**src/rtl/sorted_priority_queue_core_assert.svh**
```systemverilog
// Assertion macros shared by the sorted priority queue RTL.
`ifndef SORTED_PRIORITY_QUEUE_CORE_ASSERT_SVH
`define SORTED_PRIORITY_QUEUE_CORE_ASSERT_SVH

// Checked on rising clk edges, suppressed while rst is high.
`define SPQ_ASSERT(lbl, prop, msg) \
  lbl: assert property (@(posedge clk) disable iff (rst) prop) else $error(msg);

// Checked on every rising clk edge, reset included.
`define SPQ_ASSERT_ALWAYS(lbl, prop, msg) \
  lbl: assert property (@(posedge clk) prop) else $error(msg);

`endif

```
**src/rtl/spq_pkg.sv**
```systemverilog
// Shared types and constants for the sorted priority queue.
package spq_pkg;

  localparam int DEPTH_DEFAULT = 16;
  localparam int VALUE_W       = 32;
  localparam int COUNT_FIELD_W = 5;
  localparam int CMD_W         = 2;

  typedef enum logic [CMD_W-1:0] {
    OP_INSERT = 2'd0,
    OP_REMOVE = 2'd1,
    OP_FIND   = 2'd2,
    OP_PEEK   = 2'd3
  } op_t;

  typedef enum logic [2:0] {
    ST_IDLE,
    ST_DISPATCH,
    ST_READ,
    ST_EVAL,
    ST_PUT,
    ST_DONE
  } state_t;

  // controller -> datapath
  typedef struct packed {
    logic capture;
    logic set_rej;
    logic init_top;
    logic init_bot;
    logic rd;
    logic ins_shift;
    logic ins_place;
    logic put;
    logic rm_step;
    logic fd_step;
    logic load_out;
  } dp_cmd_t;

  // datapath -> controller
  typedef struct packed {
    op_t  op;
    logic count_zero;
    logic full;
    logic gt;
    logic eq;
    logic idx_zero;
    logic idx_last;
    logic hit;
  } dp_status_t;

endpackage

```
**src/rtl/spq_ram.sv**
```systemverilog
// Generic single-write, single-read RAM with registered read data.
module spq_ram #(
  parameter int WIDTH = 32,
  parameter int DEPTH = 16
) (
  input  logic                     clk,
  input  logic                     we,
  input  logic [$clog2(DEPTH)-1:0] waddr,
  input  logic [WIDTH-1:0]         wdata,
  input  logic                     re,
  input  logic [$clog2(DEPTH)-1:0] raddr,
  output logic [WIDTH-1:0]         rdata
);

  logic [WIDTH-1:0] mem [DEPTH];

  always_ff @(posedge clk) begin
    if (we) begin
      mem[waddr] <= wdata;
    end
    if (re) begin
      rdata <= mem[raddr];
    end
  end

endmodule

```
**src/rtl/spq_datapath.sv**
```systemverilog
// Datapath: operand, scan index, count, head and result registers plus entry RAM.
`include "sorted_priority_queue_core_assert.svh"

module spq_datapath #(
  parameter int DEPTH = spq_pkg::DEPTH_DEFAULT
) (
  input  logic                              clk,
  input  logic                              rst,
  input  spq_pkg::dp_cmd_t                  ctl,
  output spq_pkg::dp_status_t               sts,
  input  logic [spq_pkg::CMD_W-1:0]         cmd,
  input  logic signed [spq_pkg::VALUE_W-1:0] value,
  output logic                              found,
  output logic signed [spq_pkg::VALUE_W-1:0] head_value,
  output logic                              is_empty,
  output logic [spq_pkg::COUNT_FIELD_W-1:0] entry_count,
  output logic                              rejected
);

  localparam int AW = $clog2(DEPTH);
  localparam int CW = $clog2(DEPTH + 1);

  spq_pkg::op_t                       op;
  logic signed [spq_pkg::VALUE_W-1:0] val;
  logic signed [spq_pkg::VALUE_W-1:0] head;
  logic [AW-1:0]                      idx;
  logic [CW-1:0]                      count;
  logic                               hit;
  logic                               found_r;
  logic                               rej_r;

  logic                               ram_we;
  logic [AW-1:0]                      ram_waddr;
  logic [spq_pkg::VALUE_W-1:0]        ram_wdata;
  logic [spq_pkg::VALUE_W-1:0]        ram_rdata;
  logic [AW-1:0]                      idx_inc;
  logic [AW-1:0]                      idx_dec;
  logic [CW-1:0]                      count_last;
  logic                               eq;

  assign idx_inc    = idx + AW'(1);
  assign idx_dec    = idx - AW'(1);
  assign count_last = count - CW'(1);
  assign eq         = (ram_rdata == val);

  always_comb begin
    sts.op         = op;
    sts.count_zero = (count == '0);
    sts.full       = (count == CW'(DEPTH));
    sts.gt         = ($signed(ram_rdata) > val);
    sts.eq         = eq;
    sts.idx_zero   = (idx == '0);
    sts.idx_last   = (CW'(idx) == count_last);
    sts.hit        = hit;
  end

  always_comb begin
    ram_we    = 1'b0;
    ram_waddr = idx_inc;
    ram_wdata = ram_rdata;
    if (ctl.ins_shift) begin
      ram_we = 1'b1;
    end else if (ctl.ins_place) begin
      ram_we    = 1'b1;
      ram_wdata = val;
    end else if (ctl.put) begin
      ram_we    = 1'b1;
      ram_waddr = '0;
      ram_wdata = val;
    end else if (ctl.rm_step && hit) begin
      ram_we    = 1'b1;
      ram_waddr = idx_dec;
    end
  end

  spq_ram #(
    .WIDTH(spq_pkg::VALUE_W),
    .DEPTH(DEPTH)
  ) u_ram (
    .clk  (clk),
    .we   (ram_we),
    .waddr(ram_waddr),
    .wdata(ram_wdata),
    .re   (ctl.rd),
    .raddr(idx),
    .rdata(ram_rdata)
  );

  always_ff @(posedge clk) begin
    if (rst) begin
      count <= '0;
    end else if (ctl.ins_place || ctl.put) begin
      count <= count + CW'(1);
    end else if (ctl.rm_step && sts.idx_last && (hit || eq)) begin
      count <= count_last;
    end
  end

  always_ff @(posedge clk) begin
    if (ctl.capture) begin
      op      <= spq_pkg::op_t'(cmd);
      val     <= value;
      found_r <= 1'b0;
      rej_r   <= 1'b0;
    end
    if (ctl.set_rej) begin
      rej_r <= 1'b1;
    end
    if (ctl.init_top) begin
      idx <= AW'(count_last);
    end else if (ctl.init_bot) begin
      idx <= '0;
      hit <= 1'b0;
    end else if (ctl.ins_shift) begin
      idx <= idx_dec;
    end else if (ctl.rm_step) begin
      idx <= idx_inc;
      hit <= hit | eq;
      if (sts.idx_last && (hit || eq)) begin
        found_r <= 1'b1;
      end
    end else if (ctl.fd_step) begin
      idx     <= idx_inc;
      found_r <= found_r | eq;
    end
    // head tracks every write to entry 0
    if (ram_we && (ram_waddr == '0)) begin
      head <= $signed(ram_wdata);
    end
    if (ctl.load_out) begin
      found       <= found_r;
      head_value  <= (count == '0) ? '0 : head;
      is_empty    <= (count == '0);
      entry_count <= spq_pkg::COUNT_FIELD_W'(count);
      rejected    <= rej_r;
    end
  end

  `SPQ_ASSERT(a_count_bound, count <= CW'(DEPTH), "entry count exceeds depth")
  `SPQ_ASSERT(a_put_grows, ctl.put |=> count == $past(count) + CW'(1), "put did not grow count")
  `SPQ_ASSERT(a_rej_full, ctl.set_rej |-> sts.full, "insert rejected while not full")

endmodule

```
**src/rtl/spq_ctrl.sv**
```systemverilog
// Controller: sequences dispatch, RAM scans and result hand-off.
`include "sorted_priority_queue_core_assert.svh"

module spq_ctrl (
  input  logic                clk,
  input  logic                rst,
  input  logic                in_valid,
  output logic                in_stall,
  output logic                out_valid,
  input  logic                out_stall,
  input  spq_pkg::dp_status_t sts,
  output spq_pkg::dp_cmd_t    ctl
);

  spq_pkg::state_t state;
  spq_pkg::state_t state_next;
  logic            out_free;

  assign out_free = !out_valid || !out_stall;
  assign in_stall = (state != spq_pkg::ST_IDLE);

  always_ff @(posedge clk) begin
    if (rst) begin
      state     <= spq_pkg::ST_IDLE;
      out_valid <= 1'b0;
    end else begin
      state <= state_next;
      if (ctl.load_out) begin
        out_valid <= 1'b1;
      end else if (!out_stall) begin
        out_valid <= 1'b0;
      end
    end
  end

  always_comb begin
    state_next = state;
    unique case (state)
      spq_pkg::ST_IDLE: begin
        if (in_valid) state_next = spq_pkg::ST_DISPATCH;
      end
      spq_pkg::ST_DISPATCH: begin
        unique case (sts.op) inside
          spq_pkg::OP_INSERT: begin
            if (sts.full)            state_next = spq_pkg::ST_DONE;
            else if (sts.count_zero) state_next = spq_pkg::ST_PUT;
            else                     state_next = spq_pkg::ST_READ;
          end
          spq_pkg::OP_REMOVE, spq_pkg::OP_FIND: begin
            state_next = sts.count_zero ? spq_pkg::ST_DONE : spq_pkg::ST_READ;
          end
          default: state_next = spq_pkg::ST_DONE;
        endcase
      end
      spq_pkg::ST_READ: state_next = spq_pkg::ST_EVAL;
      spq_pkg::ST_EVAL: begin
        unique case (sts.op)
          spq_pkg::OP_INSERT: begin
            if (!sts.gt)          state_next = spq_pkg::ST_DONE;
            else if (sts.idx_zero) state_next = spq_pkg::ST_PUT;
            else                  state_next = spq_pkg::ST_READ;
          end
          spq_pkg::OP_REMOVE: begin
            state_next = sts.idx_last ? spq_pkg::ST_DONE : spq_pkg::ST_READ;
          end
          default: begin
            state_next = (sts.eq || sts.idx_last) ? spq_pkg::ST_DONE : spq_pkg::ST_READ;
          end
        endcase
      end
      spq_pkg::ST_PUT: state_next = spq_pkg::ST_DONE;
      spq_pkg::ST_DONE: begin
        if (out_free) state_next = spq_pkg::ST_IDLE;
      end
      default: state_next = spq_pkg::ST_IDLE;
    endcase
  end

  always_comb begin
    ctl = '0;
    unique case (state)
      spq_pkg::ST_IDLE: ctl.capture = in_valid;
      spq_pkg::ST_DISPATCH: begin
        unique case (sts.op) inside
          spq_pkg::OP_INSERT: begin
            ctl.set_rej  = sts.full;
            ctl.init_top = !sts.full && !sts.count_zero;
          end
          spq_pkg::OP_REMOVE, spq_pkg::OP_FIND: ctl.init_bot = !sts.count_zero;
          default: ;
        endcase
      end
      spq_pkg::ST_READ: ctl.rd = 1'b1;
      spq_pkg::ST_EVAL: begin
        unique case (sts.op)
          spq_pkg::OP_INSERT: begin
            ctl.ins_shift = sts.gt;
            ctl.ins_place = !sts.gt;
          end
          spq_pkg::OP_REMOVE: ctl.rm_step = 1'b1;
          default:            ctl.fd_step = 1'b1;
        endcase
      end
      spq_pkg::ST_PUT:  ctl.put = 1'b1;
      spq_pkg::ST_DONE: ctl.load_out = out_free;
      default: ;
    endcase
  end

  `SPQ_ASSERT(a_accept_dispatch, in_valid && !in_stall |=> state == spq_pkg::ST_DISPATCH,
              "transfer not followed by dispatch")
  `SPQ_ASSERT(a_read_eval, state == spq_pkg::ST_READ |=> state == spq_pkg::ST_EVAL,
              "RAM read not followed by evaluate")
  `SPQ_ASSERT(a_result_shown, ctl.load_out |=> out_valid, "loaded result not presented")

endmodule

```
**src/rtl/sorted_priority_queue_core.sv**
```systemverilog
// Sorted priority queue: a bounded multiset of signed values kept in ascending order.
//
// Input channel (in_valid/in_stall, fields cmd, value): one transfer per operation;
//   cmd selects insert, remove one occurrence, find or peek head.
// Output channel (out_valid/out_stall): exactly one result per input, in order,
//   with found, head_value, is_empty, entry_count and rejected after the operation.
// Entries live in a DEPTH-entry RAM with registered read; one item is worked on at a
//   time and in_stall stays high from the accepting edge until its result is loaded.
// Scan order: inserts read from the top entry down, moving each greater entry up, until
//   one is not greater or the head is reached (then ST_PUT writes the head); removes
//   visit every entry; finds stop at the first match. Peek, a rejected insert and
//   remove/find on an empty store visit no entry; an insert into an empty store goes
//   straight to ST_PUT. Each entry visited costs a RAM read state followed by an
//   evaluate/write state.
// Output register: a new item may be accepted while the previous result waits; the
//   next result is loaded only once the output register is free, so a stalled
//   receiver holds the block in its final state.
// Reset (rst, synchronous): store empties at once, no clearing pass; output invalid.
module sorted_priority_queue_core #(
  parameter int DEPTH = spq_pkg::DEPTH_DEFAULT
) (
  input  logic                               clk,
  input  logic                               rst,
  input  logic                               in_valid,
  output logic                               in_stall,
  input  logic [spq_pkg::CMD_W-1:0]          cmd,
  input  logic signed [spq_pkg::VALUE_W-1:0] value,
  output logic                               out_valid,
  input  logic                               out_stall,
  output logic                               found,
  output logic signed [spq_pkg::VALUE_W-1:0] head_value,
  output logic                               is_empty,
  output logic [spq_pkg::COUNT_FIELD_W-1:0]  entry_count,
  output logic                               rejected
);

  spq_pkg::dp_cmd_t    ctl;
  spq_pkg::dp_status_t sts;

  spq_ctrl u_ctrl (
    .clk      (clk),
    .rst      (rst),
    .in_valid (in_valid),
    .in_stall (in_stall),
    .out_valid(out_valid),
    .out_stall(out_stall),
    .sts      (sts),
    .ctl      (ctl)
  );

  spq_datapath #(
    .DEPTH(DEPTH)
  ) u_datapath (
    .clk        (clk),
    .rst        (rst),
    .ctl        (ctl),
    .sts        (sts),
    .cmd        (cmd),
    .value      (value),
    .found      (found),
    .head_value (head_value),
    .is_empty   (is_empty),
    .entry_count(entry_count),
    .rejected   (rejected)
  );

endmodule

```
**config.mk**
```make
export PLATFORM = sky130hd
export DESIGN_NAME = sorted_priority_queue_core
export DESIGN_NICKNAME = d
export VERILOG_FILES = /design/src/rtl/spq_pkg.sv /design/src/rtl/spq_ram.sv /design/src/rtl/spq_datapath.sv /design/src/rtl/spq_ctrl.sv /design/src/rtl/sorted_priority_queue_core.sv
export VERILOG_INCLUDE_DIRS = /design/src /design/src/rtl
export SDC_FILE = /design/constraint.sdc
export NUM_CORES = 1
export LEC_CHECK = 0
export BUFFER_PORTS_ARGS = -buffer_cell sky130_fd_sc_hd__buf_2
export CORE_AREA = 8 8 225 271
export CTS_CLUSTER_DIAMETER = 120
export CTS_CLUSTER_SIZE = 16
export DETAILED_ROUTE_END_ITERATION = 8
export DIE_AREA = 0 0 233 279
export PLACE_DENSITY_LB_ADDON = 0.08
export SETUP_SLACK_MARGIN = 0.05
export SLEW_MARGIN = 25
export SYNTH_ARGS = -nofsm -noshare
export SYNTH_HDL_FRONTEND = slang
export SYNTH_SLANG_ARGS = --single-unit
```
**constraint.sdc**
```tcl
create_clock -name clk -period 7 [get_ports clk]
set_input_delay 2.1 -clock clk [delete_from_list [all_inputs] [get_ports clk]]
set_output_delay 2.1 -clock clk [all_outputs]
set_load 0.01 [all_outputs]
```
==> impl_metrics.csv <==
group,metric,value,unit
cts,cts_buffers,45,
routing,routed_wirelength,61300,um
timing,period_share,64.6,%
timing,finalSetupTns,0,ps
synthesis,synth.distinct_cells,61,
synthesis,synth_nets,1321,
placement,dp.cells,2059,
cts,cts_buffer_depth,3,
synthesis,synth_edf_count,623,
routing,viasPerCell,5.79,
pwr,ir_drop,0.190,mV
cts,postCtsHoldBufs,0,
outcome,status,"complete, no violations",
worst_setup_path,r2r-end,"u_datapath.u_ram.mem[4][18]$_DFFE_PP_",
floorplanning,dieWidth,233,um
worst_setup_path,crit_required,7250,ps
pwr,leakage,9.17,nW
cts,htreeDepth,2,
cts,cts_root_buf,"clkbuf_16",
global_route,grt_max_degree,47,
cts,cts_tree,"built",
worst_setup_path,endpoint,"u_datapath.u_ram.mem[4][18]$_DFFE_PP_",
placement,io_buffers,79,
global_route,grt_pass1_wl,89800,um
timing,finalMaxSlewViolations,0,
floorplanning,ios,80,
cts,clock-sinks,634,
routing,ant_nets,0,
worst_setup_path,worstPathArrival,4770,ps
floorplanning,die_y,279,um
synthesis,async_flop_share,0,%
layout,fill_cells,4577,
global_route,grt_pass1_vias,13000,
floorplanning,dieArea,0.0650,sq mm
worst_setup_path,cp-start-kind,"flop",
timing,setup_violations,0,
global_route,grt_overflow,0,
timing,slew_headroom,26.5,%
global_route,grt_antenna_before_repair,0,
cts,clk_latency,600,ps
cts,clk_pin_slew,70,ps
worst_setup_path,reg2reg_slack,2480,ps
synthesis,syn_avg_cell_area,20.2,sq um
layout,drive_gt1_share,27.6,%
global_route,track_usage,18.9,%
worst_setup_path,r2r_cells,10,
routing,vias,12300,
worst_setup_path,slowest_delay,780,ps
layout,area_delta_synth_final,11.8,%
job,cap_viol_max_count,0,
routing,drt_iter0_drc,1040,
pwr,power,7.71,mW
layout,diodes,0,
timing,hold_viol,0,
synthesis,yosysWarnings,0,
cts,cts_resized,0,
layout,final_common_cell,"edfxtp_1",
floorplanning,core,0.0566,sq mm
routing,drc,0,
timing,worst_pin_slew,1100,ps
worst_setup_path,critPathLaunch,"u_datapath.u_ram.rdata[14]$_DFFE_PP_",
cts,cts_setup_buffers,0,
synthesis,synth_cells,1244,
timing,grt_setup_unrepaired,"false",
synthesis,syn_area,0.0252,sq mm
synthesis,ys_seq_area_share,75.2,%
worst_setup_path,timing.rr.start,"u_datapath.u_ram.rdata[14]$_DFFE_PP_",
worst_setup_path,crit_chain,"ha_1 -> nand4_1 -> nor4_1 -> a21boi_0 -> o31a_1 -> o21ai_0 -> a21oi_4 -> buf_4 -> nand2_1 -> o21ai_1",
placement,gp_congestion,0.776,
routing,first_pass_iters,5,
timing,fmax,0.221,GHz
placement,hpwl,35500,um
floorplanning,initial_core_util,44.5,%
min_path,min_path_type,"flop to flop",
layout,finalNetCount,1451,
layout,final_cell_mix,"edfxtp_1 (623), mux4_2 (160), buf_2 (79)",
synthesis,synth-seq-cells,634,
worst_setup_path,crit_type,"flop to flop",
layout,final_cells,2117,
timing,finClkSkew,36.8,ps
pwr,pwr_density_cell,274,mW/mm^2
synthesis,synth-main-ff-cell,"edfxtp_1",
timing,fin_crit,4520,ps
worst_setup_path,worstSetupEndpointType,"flop",
routing,wl_per_cell,29.0,um
worst_setup_path,worstPathMaxFanout,39,
floorplanning,num_rows,96,
worst_setup_path,slowest_stage,"nor4_1",
[area by class of cell]
cell class / count / area, sq um / area share (%)
flip-flops and latches: 634 / 18900 / 67.2
inverters: 47 / 176 / 0.627
well taps: 735 / 920 / 3.27
multi-input cells: 504 / 6010 / 21.3
repair buffers: 142 / 948 / 3.37
clock inverters: 1 / 8.76 / 0.0311
clock buffers: 54 / 1160 / 4.12
[layer usage]
| layer | global-route usage, % | vias up | routed length (um) |
|---|---|---|---|
| li1 | - | 5298 | - |
| met1 | 26.4 | 6627 | 27300 |
| met2 | 31.2 | 256 | 30400 |
| met3 | 2.26 | 80 | 2160 |
| met4 | 5.68 | 0 | 1490 |
| met5 | 0 | - | 0 |
[Yosys cell counts (2+ instances only)]
| master | number | share of area (%) |
|---|---|---|
| a211oi_1 | 2 | 0.060 |
| a31oi_1 | 6 | 0.15 |
| nand4_1 | 6 | 0.15 |
| or2_2 | 2 | 0.050 |
| xor2_1 | 3 | 0.10 |
| a221oi_1 | 4 | 0.14 |
| mux2_2 | 2 | 0.089 |
| a22o_1 | 2 | 0.070 |
| buf_2 | 7 | 0.14 |
| nand3_1 | 10 | 0.20 |
| o22ai_1 | 2 | 0.050 |
| edfxtp_1 | 623 | 74 |
| or3_1 | 5 | 0.12 |
| nor3_1 | 7 | 0.14 |
| nand2_1 | 58 | 0.86 |
| ha_1 | 39 | 1.9 |
| o211ai_1 | 3 | 0.089 |
| nor4_1 | 2 | 0.050 |
| o41ai_1 | 2 | 0.070 |
| dfxtp_1 | 11 | 0.87 |
| buf_1 | 21 | 0.31 |
| nand2b_1 | 3 | 0.075 |
| a21oi_1 | 27 | 0.54 |
| xnor2_1 | 5 | 0.17 |
| and2_1 | 2 | 0.050 |
| mux2i_1 | 4 | 0.16 |
| clkbuf_1 | 29 | 0.43 |
| o221ai_1 | 2 | 0.070 |
| nor2_1 | 36 | 0.54 |
| o21ai_0 | 43 | 0.85 |
| o21a_1 | 2 | 0.060 |
| inv_1 | 47 | 0.70 |
| a32o_1 | 2 | 0.079 |
| a21o_1 | 3 | 0.089 |
| a21boi_0 | 3 | 0.089 |
| mux4_2 | 160 | 14 |
| nor2b_1 | 35 | 0.87 |
[per-stage QoR]
step                util, %  setup WS [ps]  instance area (sq um)  hold WS, ps
floorplan                 -           2460                  25200          406
global placement       47.5           2380                  26800          419
detailed placement     47.5           2480                  26900          422
CTS                    49.6           2450                  28100          440
global route           49.8           2110                  28100          467
finish                 49.8           2480                  28100          439
[registers in the layout, summed over array words and instances, names as in the netlist, 2 cells and up]
name / cells
u_datapath.head: 14
u_datapath.op: 2
u_ctrl.state: 3
u_datapath.idx: 4
u_datapath.count: 5
u_datapath.u_ram.rdata: 32
u_datapath.u_ram.mem: 498
u_datapath.val: 32
u_datapath.head_value: 32
u_datapath.entry_count: 5
[worst max-delay path, delay by kind of cell, from the launching register on]
kind                     cells  cell delay, ps
buffers and inverters        1             540
AND/OR/NAND/NOR              3            1020
adder cells (fa/ha/maj)      1             340
flip-flops                   1             400
AO/OA/AOI/OAI                5            1870
[worst min path at each step]
stage	from	to	cells after the start
floorplan	u_datapath.count[4]$_SDFFE_PP0P_	u_datapath.entry_count[4]$_DFFE_PP_	0
global placement	u_datapath.rej_r$_SDFFE_PP1P_	u_datapath.rejected$_DFFE_PP_	0
detailed placement	u_datapath.rej_r$_SDFFE_PP1P_	u_datapath.rejected$_DFFE_PP_	0
CTS	u_datapath.rej_r$_SDFFE_PP1P_	u_datapath.rejected$_DFFE_PP_	0
global route	u_datapath.rej_r$_SDFFE_PP1P_	u_datapath.rejected$_DFFE_PP_	0
finish	u_datapath.rej_r$_SDFFE_PP1P_	u_datapath.rejected$_DFFE_PP_	0
[logic make-up after synthesis]
group / after synthesis / share of synthesized area [%]
AOI/OAI and AO/OA: 114 / 2.81
buffers and inverters: 106 / 1.65
DFF: 634 / 75.2
muxes: 167 / 14.6
adders and majority gates: 39 / 1.94
xor gates and xnor gates: 9 / 0.343
and+or+nand+nor: 175 / 3.50
[power by group]
part | leakage, nW | internal (mW) | switching [mW] | total [mW]
sequential | 5.74 | 4.46 | 0.0514 | 4.51
combinational | 2.86 | 0.263 | 0.556 | 0.818
clock | 0.569 | 1.16 | 1.22 | 2.38
No activity file was read; power rests on OpenSTA's default activity.
